## src/design/tpi_pkg.sv

```systemverilog
`timescale 1ns / 1ps
// Package for the three-plane intersection block.
// Holds widths, latencies, status codes and register addresses; no dependencies.
package tpi_pkg;
   localparam int FW        = 32;   // input coefficient width
   localparam int PW        = 64;   // 32x32 product
   localparam int CW        = 65;   // cross product component
   localparam int HW        = 33;   // partial operand width
   localparam int MW        = 65;   // partial product width
   localparam int TW        = 98;   // one term of a dot product
   localparam int SW        = 100;  // sum of three terms
   localparam int NW        = 127;  // scaled dividend
   localparam int RW        = 102;  // divider remainder
   localparam int QW        = 48;   // quotient and output width
   localparam int THR_W     = 16;
   localparam int DIV_STEPS = QW;
   localparam int DIV_LAT   = DIV_STEPS + 2;
   localparam int FRONT_LAT = 6;
   localparam int CSR_AW    = 3;
   localparam int CSR_DW    = 32;

   localparam logic [1:0] ST_OK         = 2'd0;
   localparam logic [1:0] ST_PAR_PLANES = 2'd1;
   localparam logic [1:0] ST_PAR_LINE   = 2'd2;

   localparam logic [CSR_AW-1:0] ADDR_THRESHOLD = 3'd0;
   localparam logic [THR_W-1:0]  THR_RESET      = 16'd1;
endpackage

```

## src/design/tpi_csr.sv

```systemverilog
`timescale 1ns / 1ps
// Configuration register file holding the parallel threshold.
// Depends on tpi_pkg.
module tpi_csr (
   input  logic                          clock,
   input  logic                          reset,
   input  logic                          csr_psel,
   input  logic                          csr_penable,
   input  logic                          csr_pwrite,
   input  logic [tpi_pkg::CSR_AW-1:0]    csr_paddr,
   input  logic [tpi_pkg::CSR_DW-1:0]    csr_pwdata,
   output logic [tpi_pkg::CSR_DW-1:0]    csr_prdata,
   output logic                          csr_pready,
   output logic [tpi_pkg::THR_W-1:0]     threshold
);
   import tpi_pkg::*;

   logic [THR_W-1:0] thr_ff, thr_in;
   logic             hit;

   assign hit        = (csr_paddr == ADDR_THRESHOLD);
   assign csr_pready = 1'b1;
   assign threshold  = thr_ff;
   assign csr_prdata = hit ? {{(CSR_DW-THR_W){1'b0}}, thr_ff} : '0;

   always_comb begin
      thr_in = thr_ff;
      if (csr_psel && csr_penable && csr_pwrite && hit) begin
         thr_in = csr_pwdata[THR_W-1:0];
      end
   end

   always_ff @(posedge clock) begin
      if (reset) begin
         thr_ff <= THR_RESET;
      end else begin
         thr_ff <= thr_in;
      end
   end
endmodule

```

## config.mk

```make
export PLATFORM = sky130hd
export DESIGN_NAME = tpi_csr
export DESIGN_NICKNAME = d
export VERILOG_FILES = /design/src/design/tpi_pkg.sv /design/src/design/tpi_csr.sv
export SDC_FILE = /design/constraint.sdc
export NUM_CORES = 1
export LEC_CHECK = 0
export BUFFER_PORTS_ARGS = -buffer_cell sky130_fd_sc_hd__clkbuf_2
export CAP_MARGIN = 20
export CORE_MARGIN = 2
export CORE_UTILIZATION = 38
export CTS_BUF_LIST = sky130_fd_sc_hd__clkbuf_2
export CTS_CLUSTER_DIAMETER = 200
export DETAILED_ROUTE_END_ITERATION = 10
export PLACE_DENSITY_LB_ADDON = 0.1
export SLEW_MARGIN = 5
export SYNTH_ARGS = -nofsm -noshare
export SYNTH_HDL_FRONTEND = slang
export SYNTH_SLANG_ARGS = --single-unit
```

## constraint.sdc

```tcl
create_clock -name clock -period 1.3 [get_ports clock]
set_input_delay 0.13 -clock clock [delete_from_list [all_inputs] [get_ports clock]]
set_output_delay 0.13 -clock clock [all_outputs]
set_load 0.01 [all_outputs]
```

==> reports/qor.yml, run 1 <==
drt:
  avgViaCountPerCell: 4.23
  drt_iter0_markers: 6
  drc: 0
  via_count: 796
  wirelength_mm: 1.85
  firstDrtPassIters: 4
  wire_per_inst_um: 9.81
  detail-route-antenna-nets: 0
logic_synthesis:
  post_synth.cell_area_avg_sq_um: 9.30
  yosysSeqAreaShare_pct: 32.2
  syn_inst: 107
  yosys_warnings: 0
  ys_types: 12
  ys_ff_latch: 16
  synth_area_sq_um: 995
flow_run:
  drv_cap: 0
global_routing:
  gr-usage-all-layers_pct: 11.9
  grt_max_degree: 33
  grt_pass1_wl_mm: 2.64
  antenna_found_initial: 0
  grt_pass1_vias: 619
  grt-ovfl-total: 0
floorplanning:
  die_h_um: 55.2
  rows: 18
  io_pins: 89
  die_area_sq_um: 3040
  start_util_pct: 40.2
  dieWidth_um: 55.2
  core_sq_um: 2480
timing:
  post-route-period-util_pct: 79.8
  fin_tns_setup_ns: 0
  grt_setup_unrepaired: "no"
  hold_violations: 0
  max_freq_ghz: 0.964
  finClkSkew_ns: 0
  finalSetupViolations: 0
  min_period_ns: 1.04
  worst_slack_ns: 0.263
  maxSlewViolCount: 0
layout:
  largest_reg_flops: 16
  nFillCells: 253
  final-seq-area_sq_um: 320
  final_layout_size_suffix_gt1_share_pct: 39.2
  multi_input_area_sq_um: 548
  nNetsFinal: 200
  diodes: 0
  syn_to_final_growth_pct: 21.0
pwr:
  fin_total_pwr_mw: 0.817
  leakage_nw: 0.590
  ir_drop_mv: 0.533
  p_per_area_nw_per_um2: 679
placed_design:
  gp_congestion: 0.631
  dp_hpwl_mm: 1.40
  portBuffers: 55
  pre_cts_slack_ns: 0.109
cts:
  cts_resized: 0
  cts_sinks: 16
  clk_latency_ns: 0.27
  ctsHoldBuffers: 0
  cts_buffers: 3
  cts-root-buf: "clkbuf_2"
  cts_tree: "yes"
  post-cts-setup-buffers: 0
  htreeDepth: 1
  clockBufferDepth: 2
  clk_pin_slew_ns: 0.14
setup_path:
  cp_data_arrival_time_ns: 0.91
  startpoint_type: "input pin"
  critPathRequiredTime_ns: 1.17
  r2r_slack_ns: 0.68
  critPathKind: "in -> out"
  path_max_fanout: 16
  end_kind: "primary output"
worst_hold_path:
  hold_class: "in -> reg"
run_status:
  outcome: "completed"
==> cell type report <==
cell class | count | area share [%]
Tap cell | 30 | 3.12
Sequential cell | 16 | 26.6
Timing Repair Buffer | 56 | 23.5
Clock buffer | 3 | 1.25
Multi-Input combinational cell | 83 | 45.5
==> cell usage in the layout (no fill, tap or decap), drive strengths merged <==
master,n
nand2b,30
mux2i,16
and2,16
nor3,1
nor2,2
clkbuf,58
conb,17
buf,1
and4,1
dfxtp,16
==> kinds of logic (layout without fill, tap and decap cells) <==
| group | after synthesis | after routing | synth area share (%) |
|---|---|---|---|
| simple gates | 50 | 50 | 32.6 |
| flops | 16 | 16 | 32.2 |
| mux | 16 | 16 | 16.1 |
| buf+inv | 23 | 59 | 18.4 |
| other cells | 2 | 17 | 0.755 |
==> metrics by stage <==
stage	hold slack [ns]	std cells	cell area [sq um]	util [%]
after floorplan	0.285	122	1050	-
after global placement	0.377	185	1190	48.0
after detailed placement	0.387	185	1190	48.0
after CTS	0.0561	188	1200	48.6
after global routing	0.0425	188	1200	48.6
final	0.0702	188	1200	48.6
==> cell usage after synthesis <==
| library cell | instances | share of area, % |
|---|---|---|
| buf_4 | 17 | 13 |
| and2_1 | 15 | 9.4 |
| nand2b_1 | 30 | 19 |
| conb_1 | 2 | 0.75 |
| buf_12 | 2 | 4.0 |
| nor3_4 | 1 | 1.6 |
| mux2i_1 | 16 | 16 |
| nor2_1 | 2 | 0.75 |
| and2_2 | 1 | 0.75 |
| dfxtp_1 | 16 | 32 |
| and4_4 | 1 | 1.1 |
| clkbuf_1 | 4 | 1.5 |
==> critical path, stage by stage <==
cell      delay (ns)
clkbuf_2        0.10
nor3_4          0.19
buf_4           0.21
and2_2          0.15
clkbuf_2        0.12
==> routing by layer <==
layer	track usage [%]	up-vias	routed length [um]
li1	-	404	-
met1	13.7	354	766
met2	21.8	38	939
met3	2.42	0	139
met4	3.66	0	0
met5	0	-	0
==> power breakdown <==
group,internal [mW],switching [mW],leakage [nW]
clock network,0.0629,0.140,0.0125
logic,0.0548,0.0628,0.448
registers,0.494,0.00241,0.129
==> final timing paths <==
path              cells after the start     startpoint             to
hold reg to reg                       2   threshold[9]   threshold[9]
setup / recovery                      5   csr_paddr[1]  csr_prdata[0]
hold / removal                        3  csr_pwdata[9]   threshold[9]
setup reg to reg                      2   threshold[0]   threshold[0]
Power figures use the tool's default switching activity.
==> inputs of run 2 (changes only) <==
--- a/config.mk
+++ b/config.mk
@@ -5,10 +5,11 @@
 export SDC_FILE = /design/constraint.sdc
 export NUM_CORES = 1
 export LEC_CHECK = 0
+export ABC_AREA = 1
 export BUFFER_PORTS_ARGS = -buffer_cell sky130_fd_sc_hd__clkbuf_2
 export CAP_MARGIN = 20
 export CORE_MARGIN = 2
-export CORE_UTILIZATION = 38
+export CORE_UTILIZATION = 35
 export CTS_BUF_LIST = sky130_fd_sc_hd__clkbuf_2
 export CTS_CLUSTER_DIAMETER = 200
 export DETAILED_ROUTE_END_ITERATION = 10
==> constraint.sdc (replaced) <==
create_clock -name clock -period 0.9 [get_ports clock]
set_input_delay 0.09 -clock clock [delete_from_list [all_inputs] [get_ports clock]]
set_output_delay 0.09 -clock clock [all_outputs]
set_load 0.01 [all_outputs]
==> run 2 against run 1 <==
The flow now finishes with violations (negative setup slack). Highest routed layer is now met4. Routed wire length increased by 24%. Area after synthesis increased by 1.0%. First-iteration DRC count increased to 2.8 times the previous value.
==> reports/qor.yml, run 2 <==
placed_design:
  pre_cts_slack_ns: -0.0364  # -0.145 ns
  portBuffers: 55  # unchanged
  gp_congestion: 0.737  # +17%
  dp_hpwl_mm: 1.68  # +20%
layout:
  fin_util_pct: 53.1  # +4.5 points
  final_layout_size_suffix_gt1_share_pct: 46.5  # +7.2 points
  largest_reg_flops: 16  # unchanged
  final_common_cell: "nor2_1"
  nNetsFinal: 267  # +34%
  diodes: 0  # unchanged
  final_cell_mix: "42 x nor2_1, 26 x inv_1, 26 x clkbuf_2"
  syn_to_final_growth_pct: 44.5
logic_synthesis:
  ys_ff_latch: 16  # unchanged
  yosys_warnings: 0  # unchanged
  yosysSeqAreaShare_pct: 31.9  # -0.32 points
  synth_area_sq_um: 1000  # +1.0%
  syn_inst: 160  # +50%
  ys.flop_type: "dfxtp_1"
  async_flop_share_pct: 0  # unchanged
  netlist_top_cells_count: "46 x nor2_1, 34 x inv_1, 18 x buf_4"
  ys_types: 17  # +5
  synth_edf_count: 0  # unchanged
  synth_top_area_cell: "dfxtp_1"
  synth_most_common_cell: "nor2_1"
  post_synth.cell_area_avg_sq_um: 6.28  # -32%
  synth_area_leaders: "dfxtp_1 32%, nor2_1 17%, buf_4 13%"
  synth_top_area_share_pct: 31.9  # -0.32 points
setup_path:
  critPathRequiredTime_ns: 0.81  # -0.36 ns
  end_kind: "primary output"
  critPathKind: "reg -> out"
  path_max_fanout: 3  # -13
  startpoint_type: "flop"
  cp_data_arrival_time_ns: 0.92  # about the same
drt:
  via_count: 1043  # +31%
  avgViaCountPerCell: 4.06  # -4.1%
  detail-route-antenna-nets: 0  # unchanged
  drc: 0  # unchanged
  wire_per_inst_um: 8.92  # -9.1%
  drt_iter0_markers: 17  # +11
  firstDrtPassIters: 4  # unchanged
  wirelength_mm: 2.29  # +24%
cts:
  clk_pin_slew_ns: 0.16  # +0.02 ns
  cts_tree: "yes"
  clockBufferDepth: 2  # unchanged
  cts_sinks: 16  # unchanged
  htreeDepth: 1  # unchanged
  cts-root-buf: "clkbuf_2"
  cts_buffers: 3  # unchanged
  clk_latency_ns: 0.29  # +0.02 ns
run_status:
  violations: "negative setup slack"
  outcome: "finished, violations left"
floorplanning:
  rows: 19  # +1
  dieWidth_um: 57.6  # +4.4%
  die_area_sq_um: 3320  # +9.0%
  io_pins: 89  # unchanged
  start_util_pct: 36.8  # -3.4 points
  die_h_um: 57.6  # +4.4%
  core_sq_um: 2730  # +10%
global_routing:
  grt_max_degree: 17  # -48%
  grt_pass1_wl_mm: 3.59  # +36%
  grt-ovfl-total: 0  # unchanged
  grt_pass1_vias: 849  # +37%
  antenna_found_initial: 0  # unchanged
  gr-usage-all-layers_pct: 13.7  # +1.8 points
timing:
  finClkSkew_ns: 0  # unchanged
  hold_violations: 0  # unchanged
  max_freq_ghz: 0.988
  post-route-period-util_pct: 112
  timing.hold.ws_ns: 0.0740  # +0.00380 ns
  maxSlewViolCount: 0  # unchanged
  min_period_ns: 1.01
  finalSetupViolations: 21  # +21
  worst_slack_ns: -0.112  # -0.375 ns
  grt_setup_unrepaired: "yes"
  fin_tns_setup_ns: -1.81  # -1.81 ns
pwr:
  fin_total_pwr_mw: 1.31  # +60%
  leakage_nw: 0.835  # +42%
  p_per_area_nw_per_um2: 901  # +33%
  ir_drop_mv: 0.650  # +22%
worst_hold_path:
  hold_class: "in -> reg"
flow_run:
  drv_cap: 0  # unchanged
-- run 2: cell types whose count changed after synthesis, moves of 15 or more --
cell and delta:
and2_1 -15, nand2_1 +17, mux2i_1 -16, nand3_1 +16
nor2_1 +44, nand2b_1 -30, inv_1 +34
-- run 2: repair_timing --
item	in CTS	in global routing
buffers inserted	4	2
hold buffers	1	0
setup endpoints to repair	32	32
hold endpoints to repair	1	0
resized for setup	20	53
pin swaps	16	5
-- run 2: per-layer routing --
metal	wire (um)	GRT usage (%)
met1	943	17.4
met2	1130	22.4
met3	197	3.63
met4	24	4.98
met5	0	0
-- run 2: cell type report --
cell class | count | area, sq um
inverter | 35 | 131
clock inverter | 1 | 3.75
timing repair buffer | 69 | 473
tap | 31 | 38.8
multi-input combinational | 102 | 449
fill | 284 | 1280
clock buffer | 3 | 15.0
sequential | 16 | 340
-- run 2: worst paths after layout --
path,to,slack [ns],start,cells past startpoint
worst min register to register,threshold[12],0.50,threshold[12],2
worst max-delay path,csr_prdata[11],-0.11,threshold[11],3
worst max register to register,threshold[14],0.10,threshold[14],4
worst min-delay path,threshold[9],0.07,csr_pwdata[9],5
-- run 2: metrics by stage --
step | area, sq um | instances
2_1_floorplan | 1060 | 175
3_3_place_gp | 1270 | 246
3_5_place_dp | 1270 | 246
4_1_cts | 1360 | 255
5_1_grt | 1450 | 257
6_report | 1450 | 257
-- run 2: cell families (layout without fill, tap and decap cells) --
logic type	after synthesis	after routing	synth area share [%]
AOI/OAI and AO/OA	1	1	0.498
other	2	17	0.747
and+or+nand+nor	84	84	36.9
DFF	16	16	31.9
buffers and inverters	57	108	30.0
-- run 2: power by group --
group / total, mW / switching, mW / internal (mW) / leakage, nW
Combinational: 0.247 / 0.140 / 0.107 / 0.685
Clock: 0.335 / 0.238 / 0.0966 / 0.0140
Sequential: 0.727 / 0.00797 / 0.719 / 0.136
Total: 1.31 / 0.386 / 0.922 / 0.835
-- run 2: worst max-delay path, cell delays in order, from the launching register on --
cell and delay (ns):
dfxtp_2 0.39, inv_2 0.04, nor2_2 0.08, buf_2 0.12
==> inputs of run 3 (changes only) <==
--- a/config.mk
+++ b/config.mk
@@ -8,8 +8,10 @@
 export ABC_AREA = 1
 export BUFFER_PORTS_ARGS = -buffer_cell sky130_fd_sc_hd__clkbuf_2
 export CAP_MARGIN = 20
+export CELL_PAD_IN_SITES_DETAIL_PLACEMENT = 0
+export CELL_PAD_IN_SITES_GLOBAL_PLACEMENT = 2
 export CORE_MARGIN = 2
-export CORE_UTILIZATION = 35
+export CORE_UTILIZATION = 15
 export CTS_BUF_LIST = sky130_fd_sc_hd__clkbuf_2
 export CTS_CLUSTER_DIAMETER = 200
 export DETAILED_ROUTE_END_ITERATION = 10
==> run 3 against run 2 <==
The flow finishes with violations (design-rule violations, negative setup slack). Routed wire length is 32% higher. Critical path depth did not move. Clock power barely moved. Cell count up 21%. Clock skew did not move. Total power increased by 1.8%. First-iteration DRC count is 110% higher. Global-route usage fell by 5.4 points. Worst hold slack better by 0.010 ns. Flip-flop and latch count did not move.
==> reports/qor.yml, run 3 (synthesized netlist as in run 2, its figures left out) <==
layout:
  fin_util_pct: 25.7  # -27 points
  nNetsFinal: 274  # +2.6%
  multi_input_area_sq_um: 454  # +1.1%
  diodes: 0  # unchanged
  final_cell_mix: "40 x nor2_1, 26 x inv_1, 26 x clkbuf_2"
  stdcell_count: 310  # +21%
  final_layout_size_suffix_gt1_share_pct: 48.9  # +2.5 points
  final_common_cell: "nor2_1"
  fin_area_sq_um: 1650  # +14%
  largest_reg_flops: 16  # unchanged
  final-seq-area_sq_um: 348  # +2.2%
  syn_to_final_growth_pct: 64.0
  nFillCells: 754  # +170%
drt:
  drc: 5  # +5
  avgViaCountPerCell: 3.49  # -14%
  wire_per_inst_um: 9.77  # +9.5%
  firstDrtPassIters: 9  # +5
  drt_iter0_markers: 36  # +19
  wirelength_mm: 3.03  # +32%
  detail-route-antenna-nets: 0  # unchanged
  via_count: 1083  # +3.8%
pwr:
  leakage_nw: 0.891  # +6.7%
  p_per_area_nw_per_um2: 808  # -10%
  seqPwrFrac_pct: 54.1  # -1.5 points
  p_sw_mw: 0.399  # +3.5%
  ir_drop_mv: 0.272  # -58%
  p_int_mw: 0.933  # +1.1%
  p_comb_share_pct: 20.8  # +1.9 points
  pwr-share-clk_pct: 25.1  # -0.5 points
  switching_share_pct: 30.0  # +0.47 points
flow_run:
  drv_cap: 0  # unchanged
floorplanning:
  die_h_um: 85.8  # +49%
  rows: 29  # +10
  dieWidth_um: 85.8  # +49%
  start_util_pct: 15.6  # -21 points
  core_sq_um: 6420  # +130%
  io_pins: 89  # unchanged
  die_area_sq_um: 7370  # +120%
cts:
  clockBufferDepth: 2  # unchanged
  clk_latency_ns: 0.28  # about the same
  cts_tree: "yes"
  cts-root-buf: "clkbuf_2"
  cts_sinks: 16  # unchanged
  clk_pin_slew_ns: 0.17  # about the same
  htreeDepth: 1  # unchanged
  cts_buffers: 3  # unchanged
timing:
  finClkSkew_ns: 0  # unchanged
  finalSetupViolations: 24  # +14%
  maxSlewViolCount: 0  # unchanged
  max_freq_ghz: 0.974  # -1.4%
  grt_setup_unrepaired: "yes"
  worst_slack_ns: -0.126  # -0.0144 ns
  hold_violations: 0  # unchanged
  post-route-period-util_pct: 114  # +1.6 points
  min_period_ns: 1.03  # +0.0144 ns
placed_design:
  pre_cts_slack_ns: -0.0576  # -0.0213 ns
  portBuffers: 55  # unchanged
  dp_hpwl_mm: 2.24  # +33%
  gp_congestion: 0.700  # -5.0%
  place_inst: 291  # +18%
  dpl-instance-area_sq_um: 1350  # +5.9%
worst_hold_path:
  holdPathEnd: "threshold[2]"
  hold_start: "csr_pwdata[2]"
  hold_path_depth: 5  # unchanged
  hold_class: "in -> reg"
setup_path:
  path_max_fanout: 3  # unchanged
  cp_data_arrival_time_ns: 0.94  # +0.02 ns
  timing.rr.start: "threshold[3]"
  critPathKind: "reg -> out"
  startpoint_type: "flop"
  critPathRequiredTime_ns: 0.81  # about the same
  r2r_slack_ns: 0.09  # about the same
  reg2regPathDepth: 4  # unchanged
  reg2reg_to: "threshold[3]"
  end_kind: "primary output"
global_routing:
  grt_pass1_wl_mm: 4.84  # +35%
  antenna_found_initial: 0  # unchanged
  grt_max_degree: 17  # unchanged
  grt_pass1_vias: 1024  # +21%
  grt-ovfl-total: 0  # unchanged
  gr-usage-all-layers_pct: 8.30  # -5.4 points
run_status:
  outcome: "finished, violations left"
  violations: "design-rule violations, negative setup slack"
run 3: how the worst max path moves through the flow:
stage / startpoint / end / cells past startpoint
2_1_floorplan: csr_paddr[0] / threshold[1] / 7
3_3_place_gp: csr_paddr[1] / threshold[15] / 6
3_5_place_dp: csr_paddr[1] / threshold[13] / 6
4_1_cts: threshold[10] / csr_prdata[10] / 3
5_1_grt: threshold[10] / csr_prdata[10] / 3
6_report: threshold[10] / csr_prdata[10] / 3
run 3: final cells by class:
type                            instances  area share, %
Tap cell                               77           5.85
Inverter                               35           7.97
Clock inverter                          1          0.228
Timing Repair Buffer                   76           36.4
Clock buffer                            3          0.911
Multi-Input combinational cell        102           27.6
Sequential cell                        16           21.1
run 3: critical path, stage by stage, from the launching register on:
cell,delay (ns)
dfxtp_4,0.40
inv_2,0.04
nor2_2,0.09
buf_2,0.13
run 3: repair_timing:
action | in CTS | in global routing
hold buffers | 1 | 0
endpoints found under the setup margin | 32 | 32
cloned | 0 | 0
endpoints found under the hold margin | 1 | 0
pin swaps | 15 | 6
buffers inserted | 4 | 10
gates resized for setup | 22 | 64
run 3: power by group through the flow:
stage          logic, mW  clock network [mW]  registers, mW
2_1_floorplan      0.183                   0          0.743
3_3_place_gp       0.249                   0          0.740
3_5_place_dp       0.251                   0          0.741
4_1_cts            0.260               0.379          0.727
5_1_grt            0.314               0.418          0.722
6_report           0.277               0.335          0.720
run 3: per-stage QoR:
step	hold slack [ns]	TNS, ns	total power, mW
2_1_floorplan	0.216	0	0.927
5_1_grt	0.0631	-4.62	1.45
6_report	0.0844	-2.05	1.33
3_3_place_gp	0.310	-0.773	0.990
4_1_cts	0.0526	-2.89	1.37
3_5_place_dp	0.323	-1.13	0.991
run 3: metal layers:
layer  GRT usage, %  vias to the layer above  share of wire, %
li1               -                      572                 -
met2           13.5                       42                45
met1           10.9                      467                47
met5              0                        -                 0
met3           2.50                        2               8.0
met4           1.73                        0              0.33
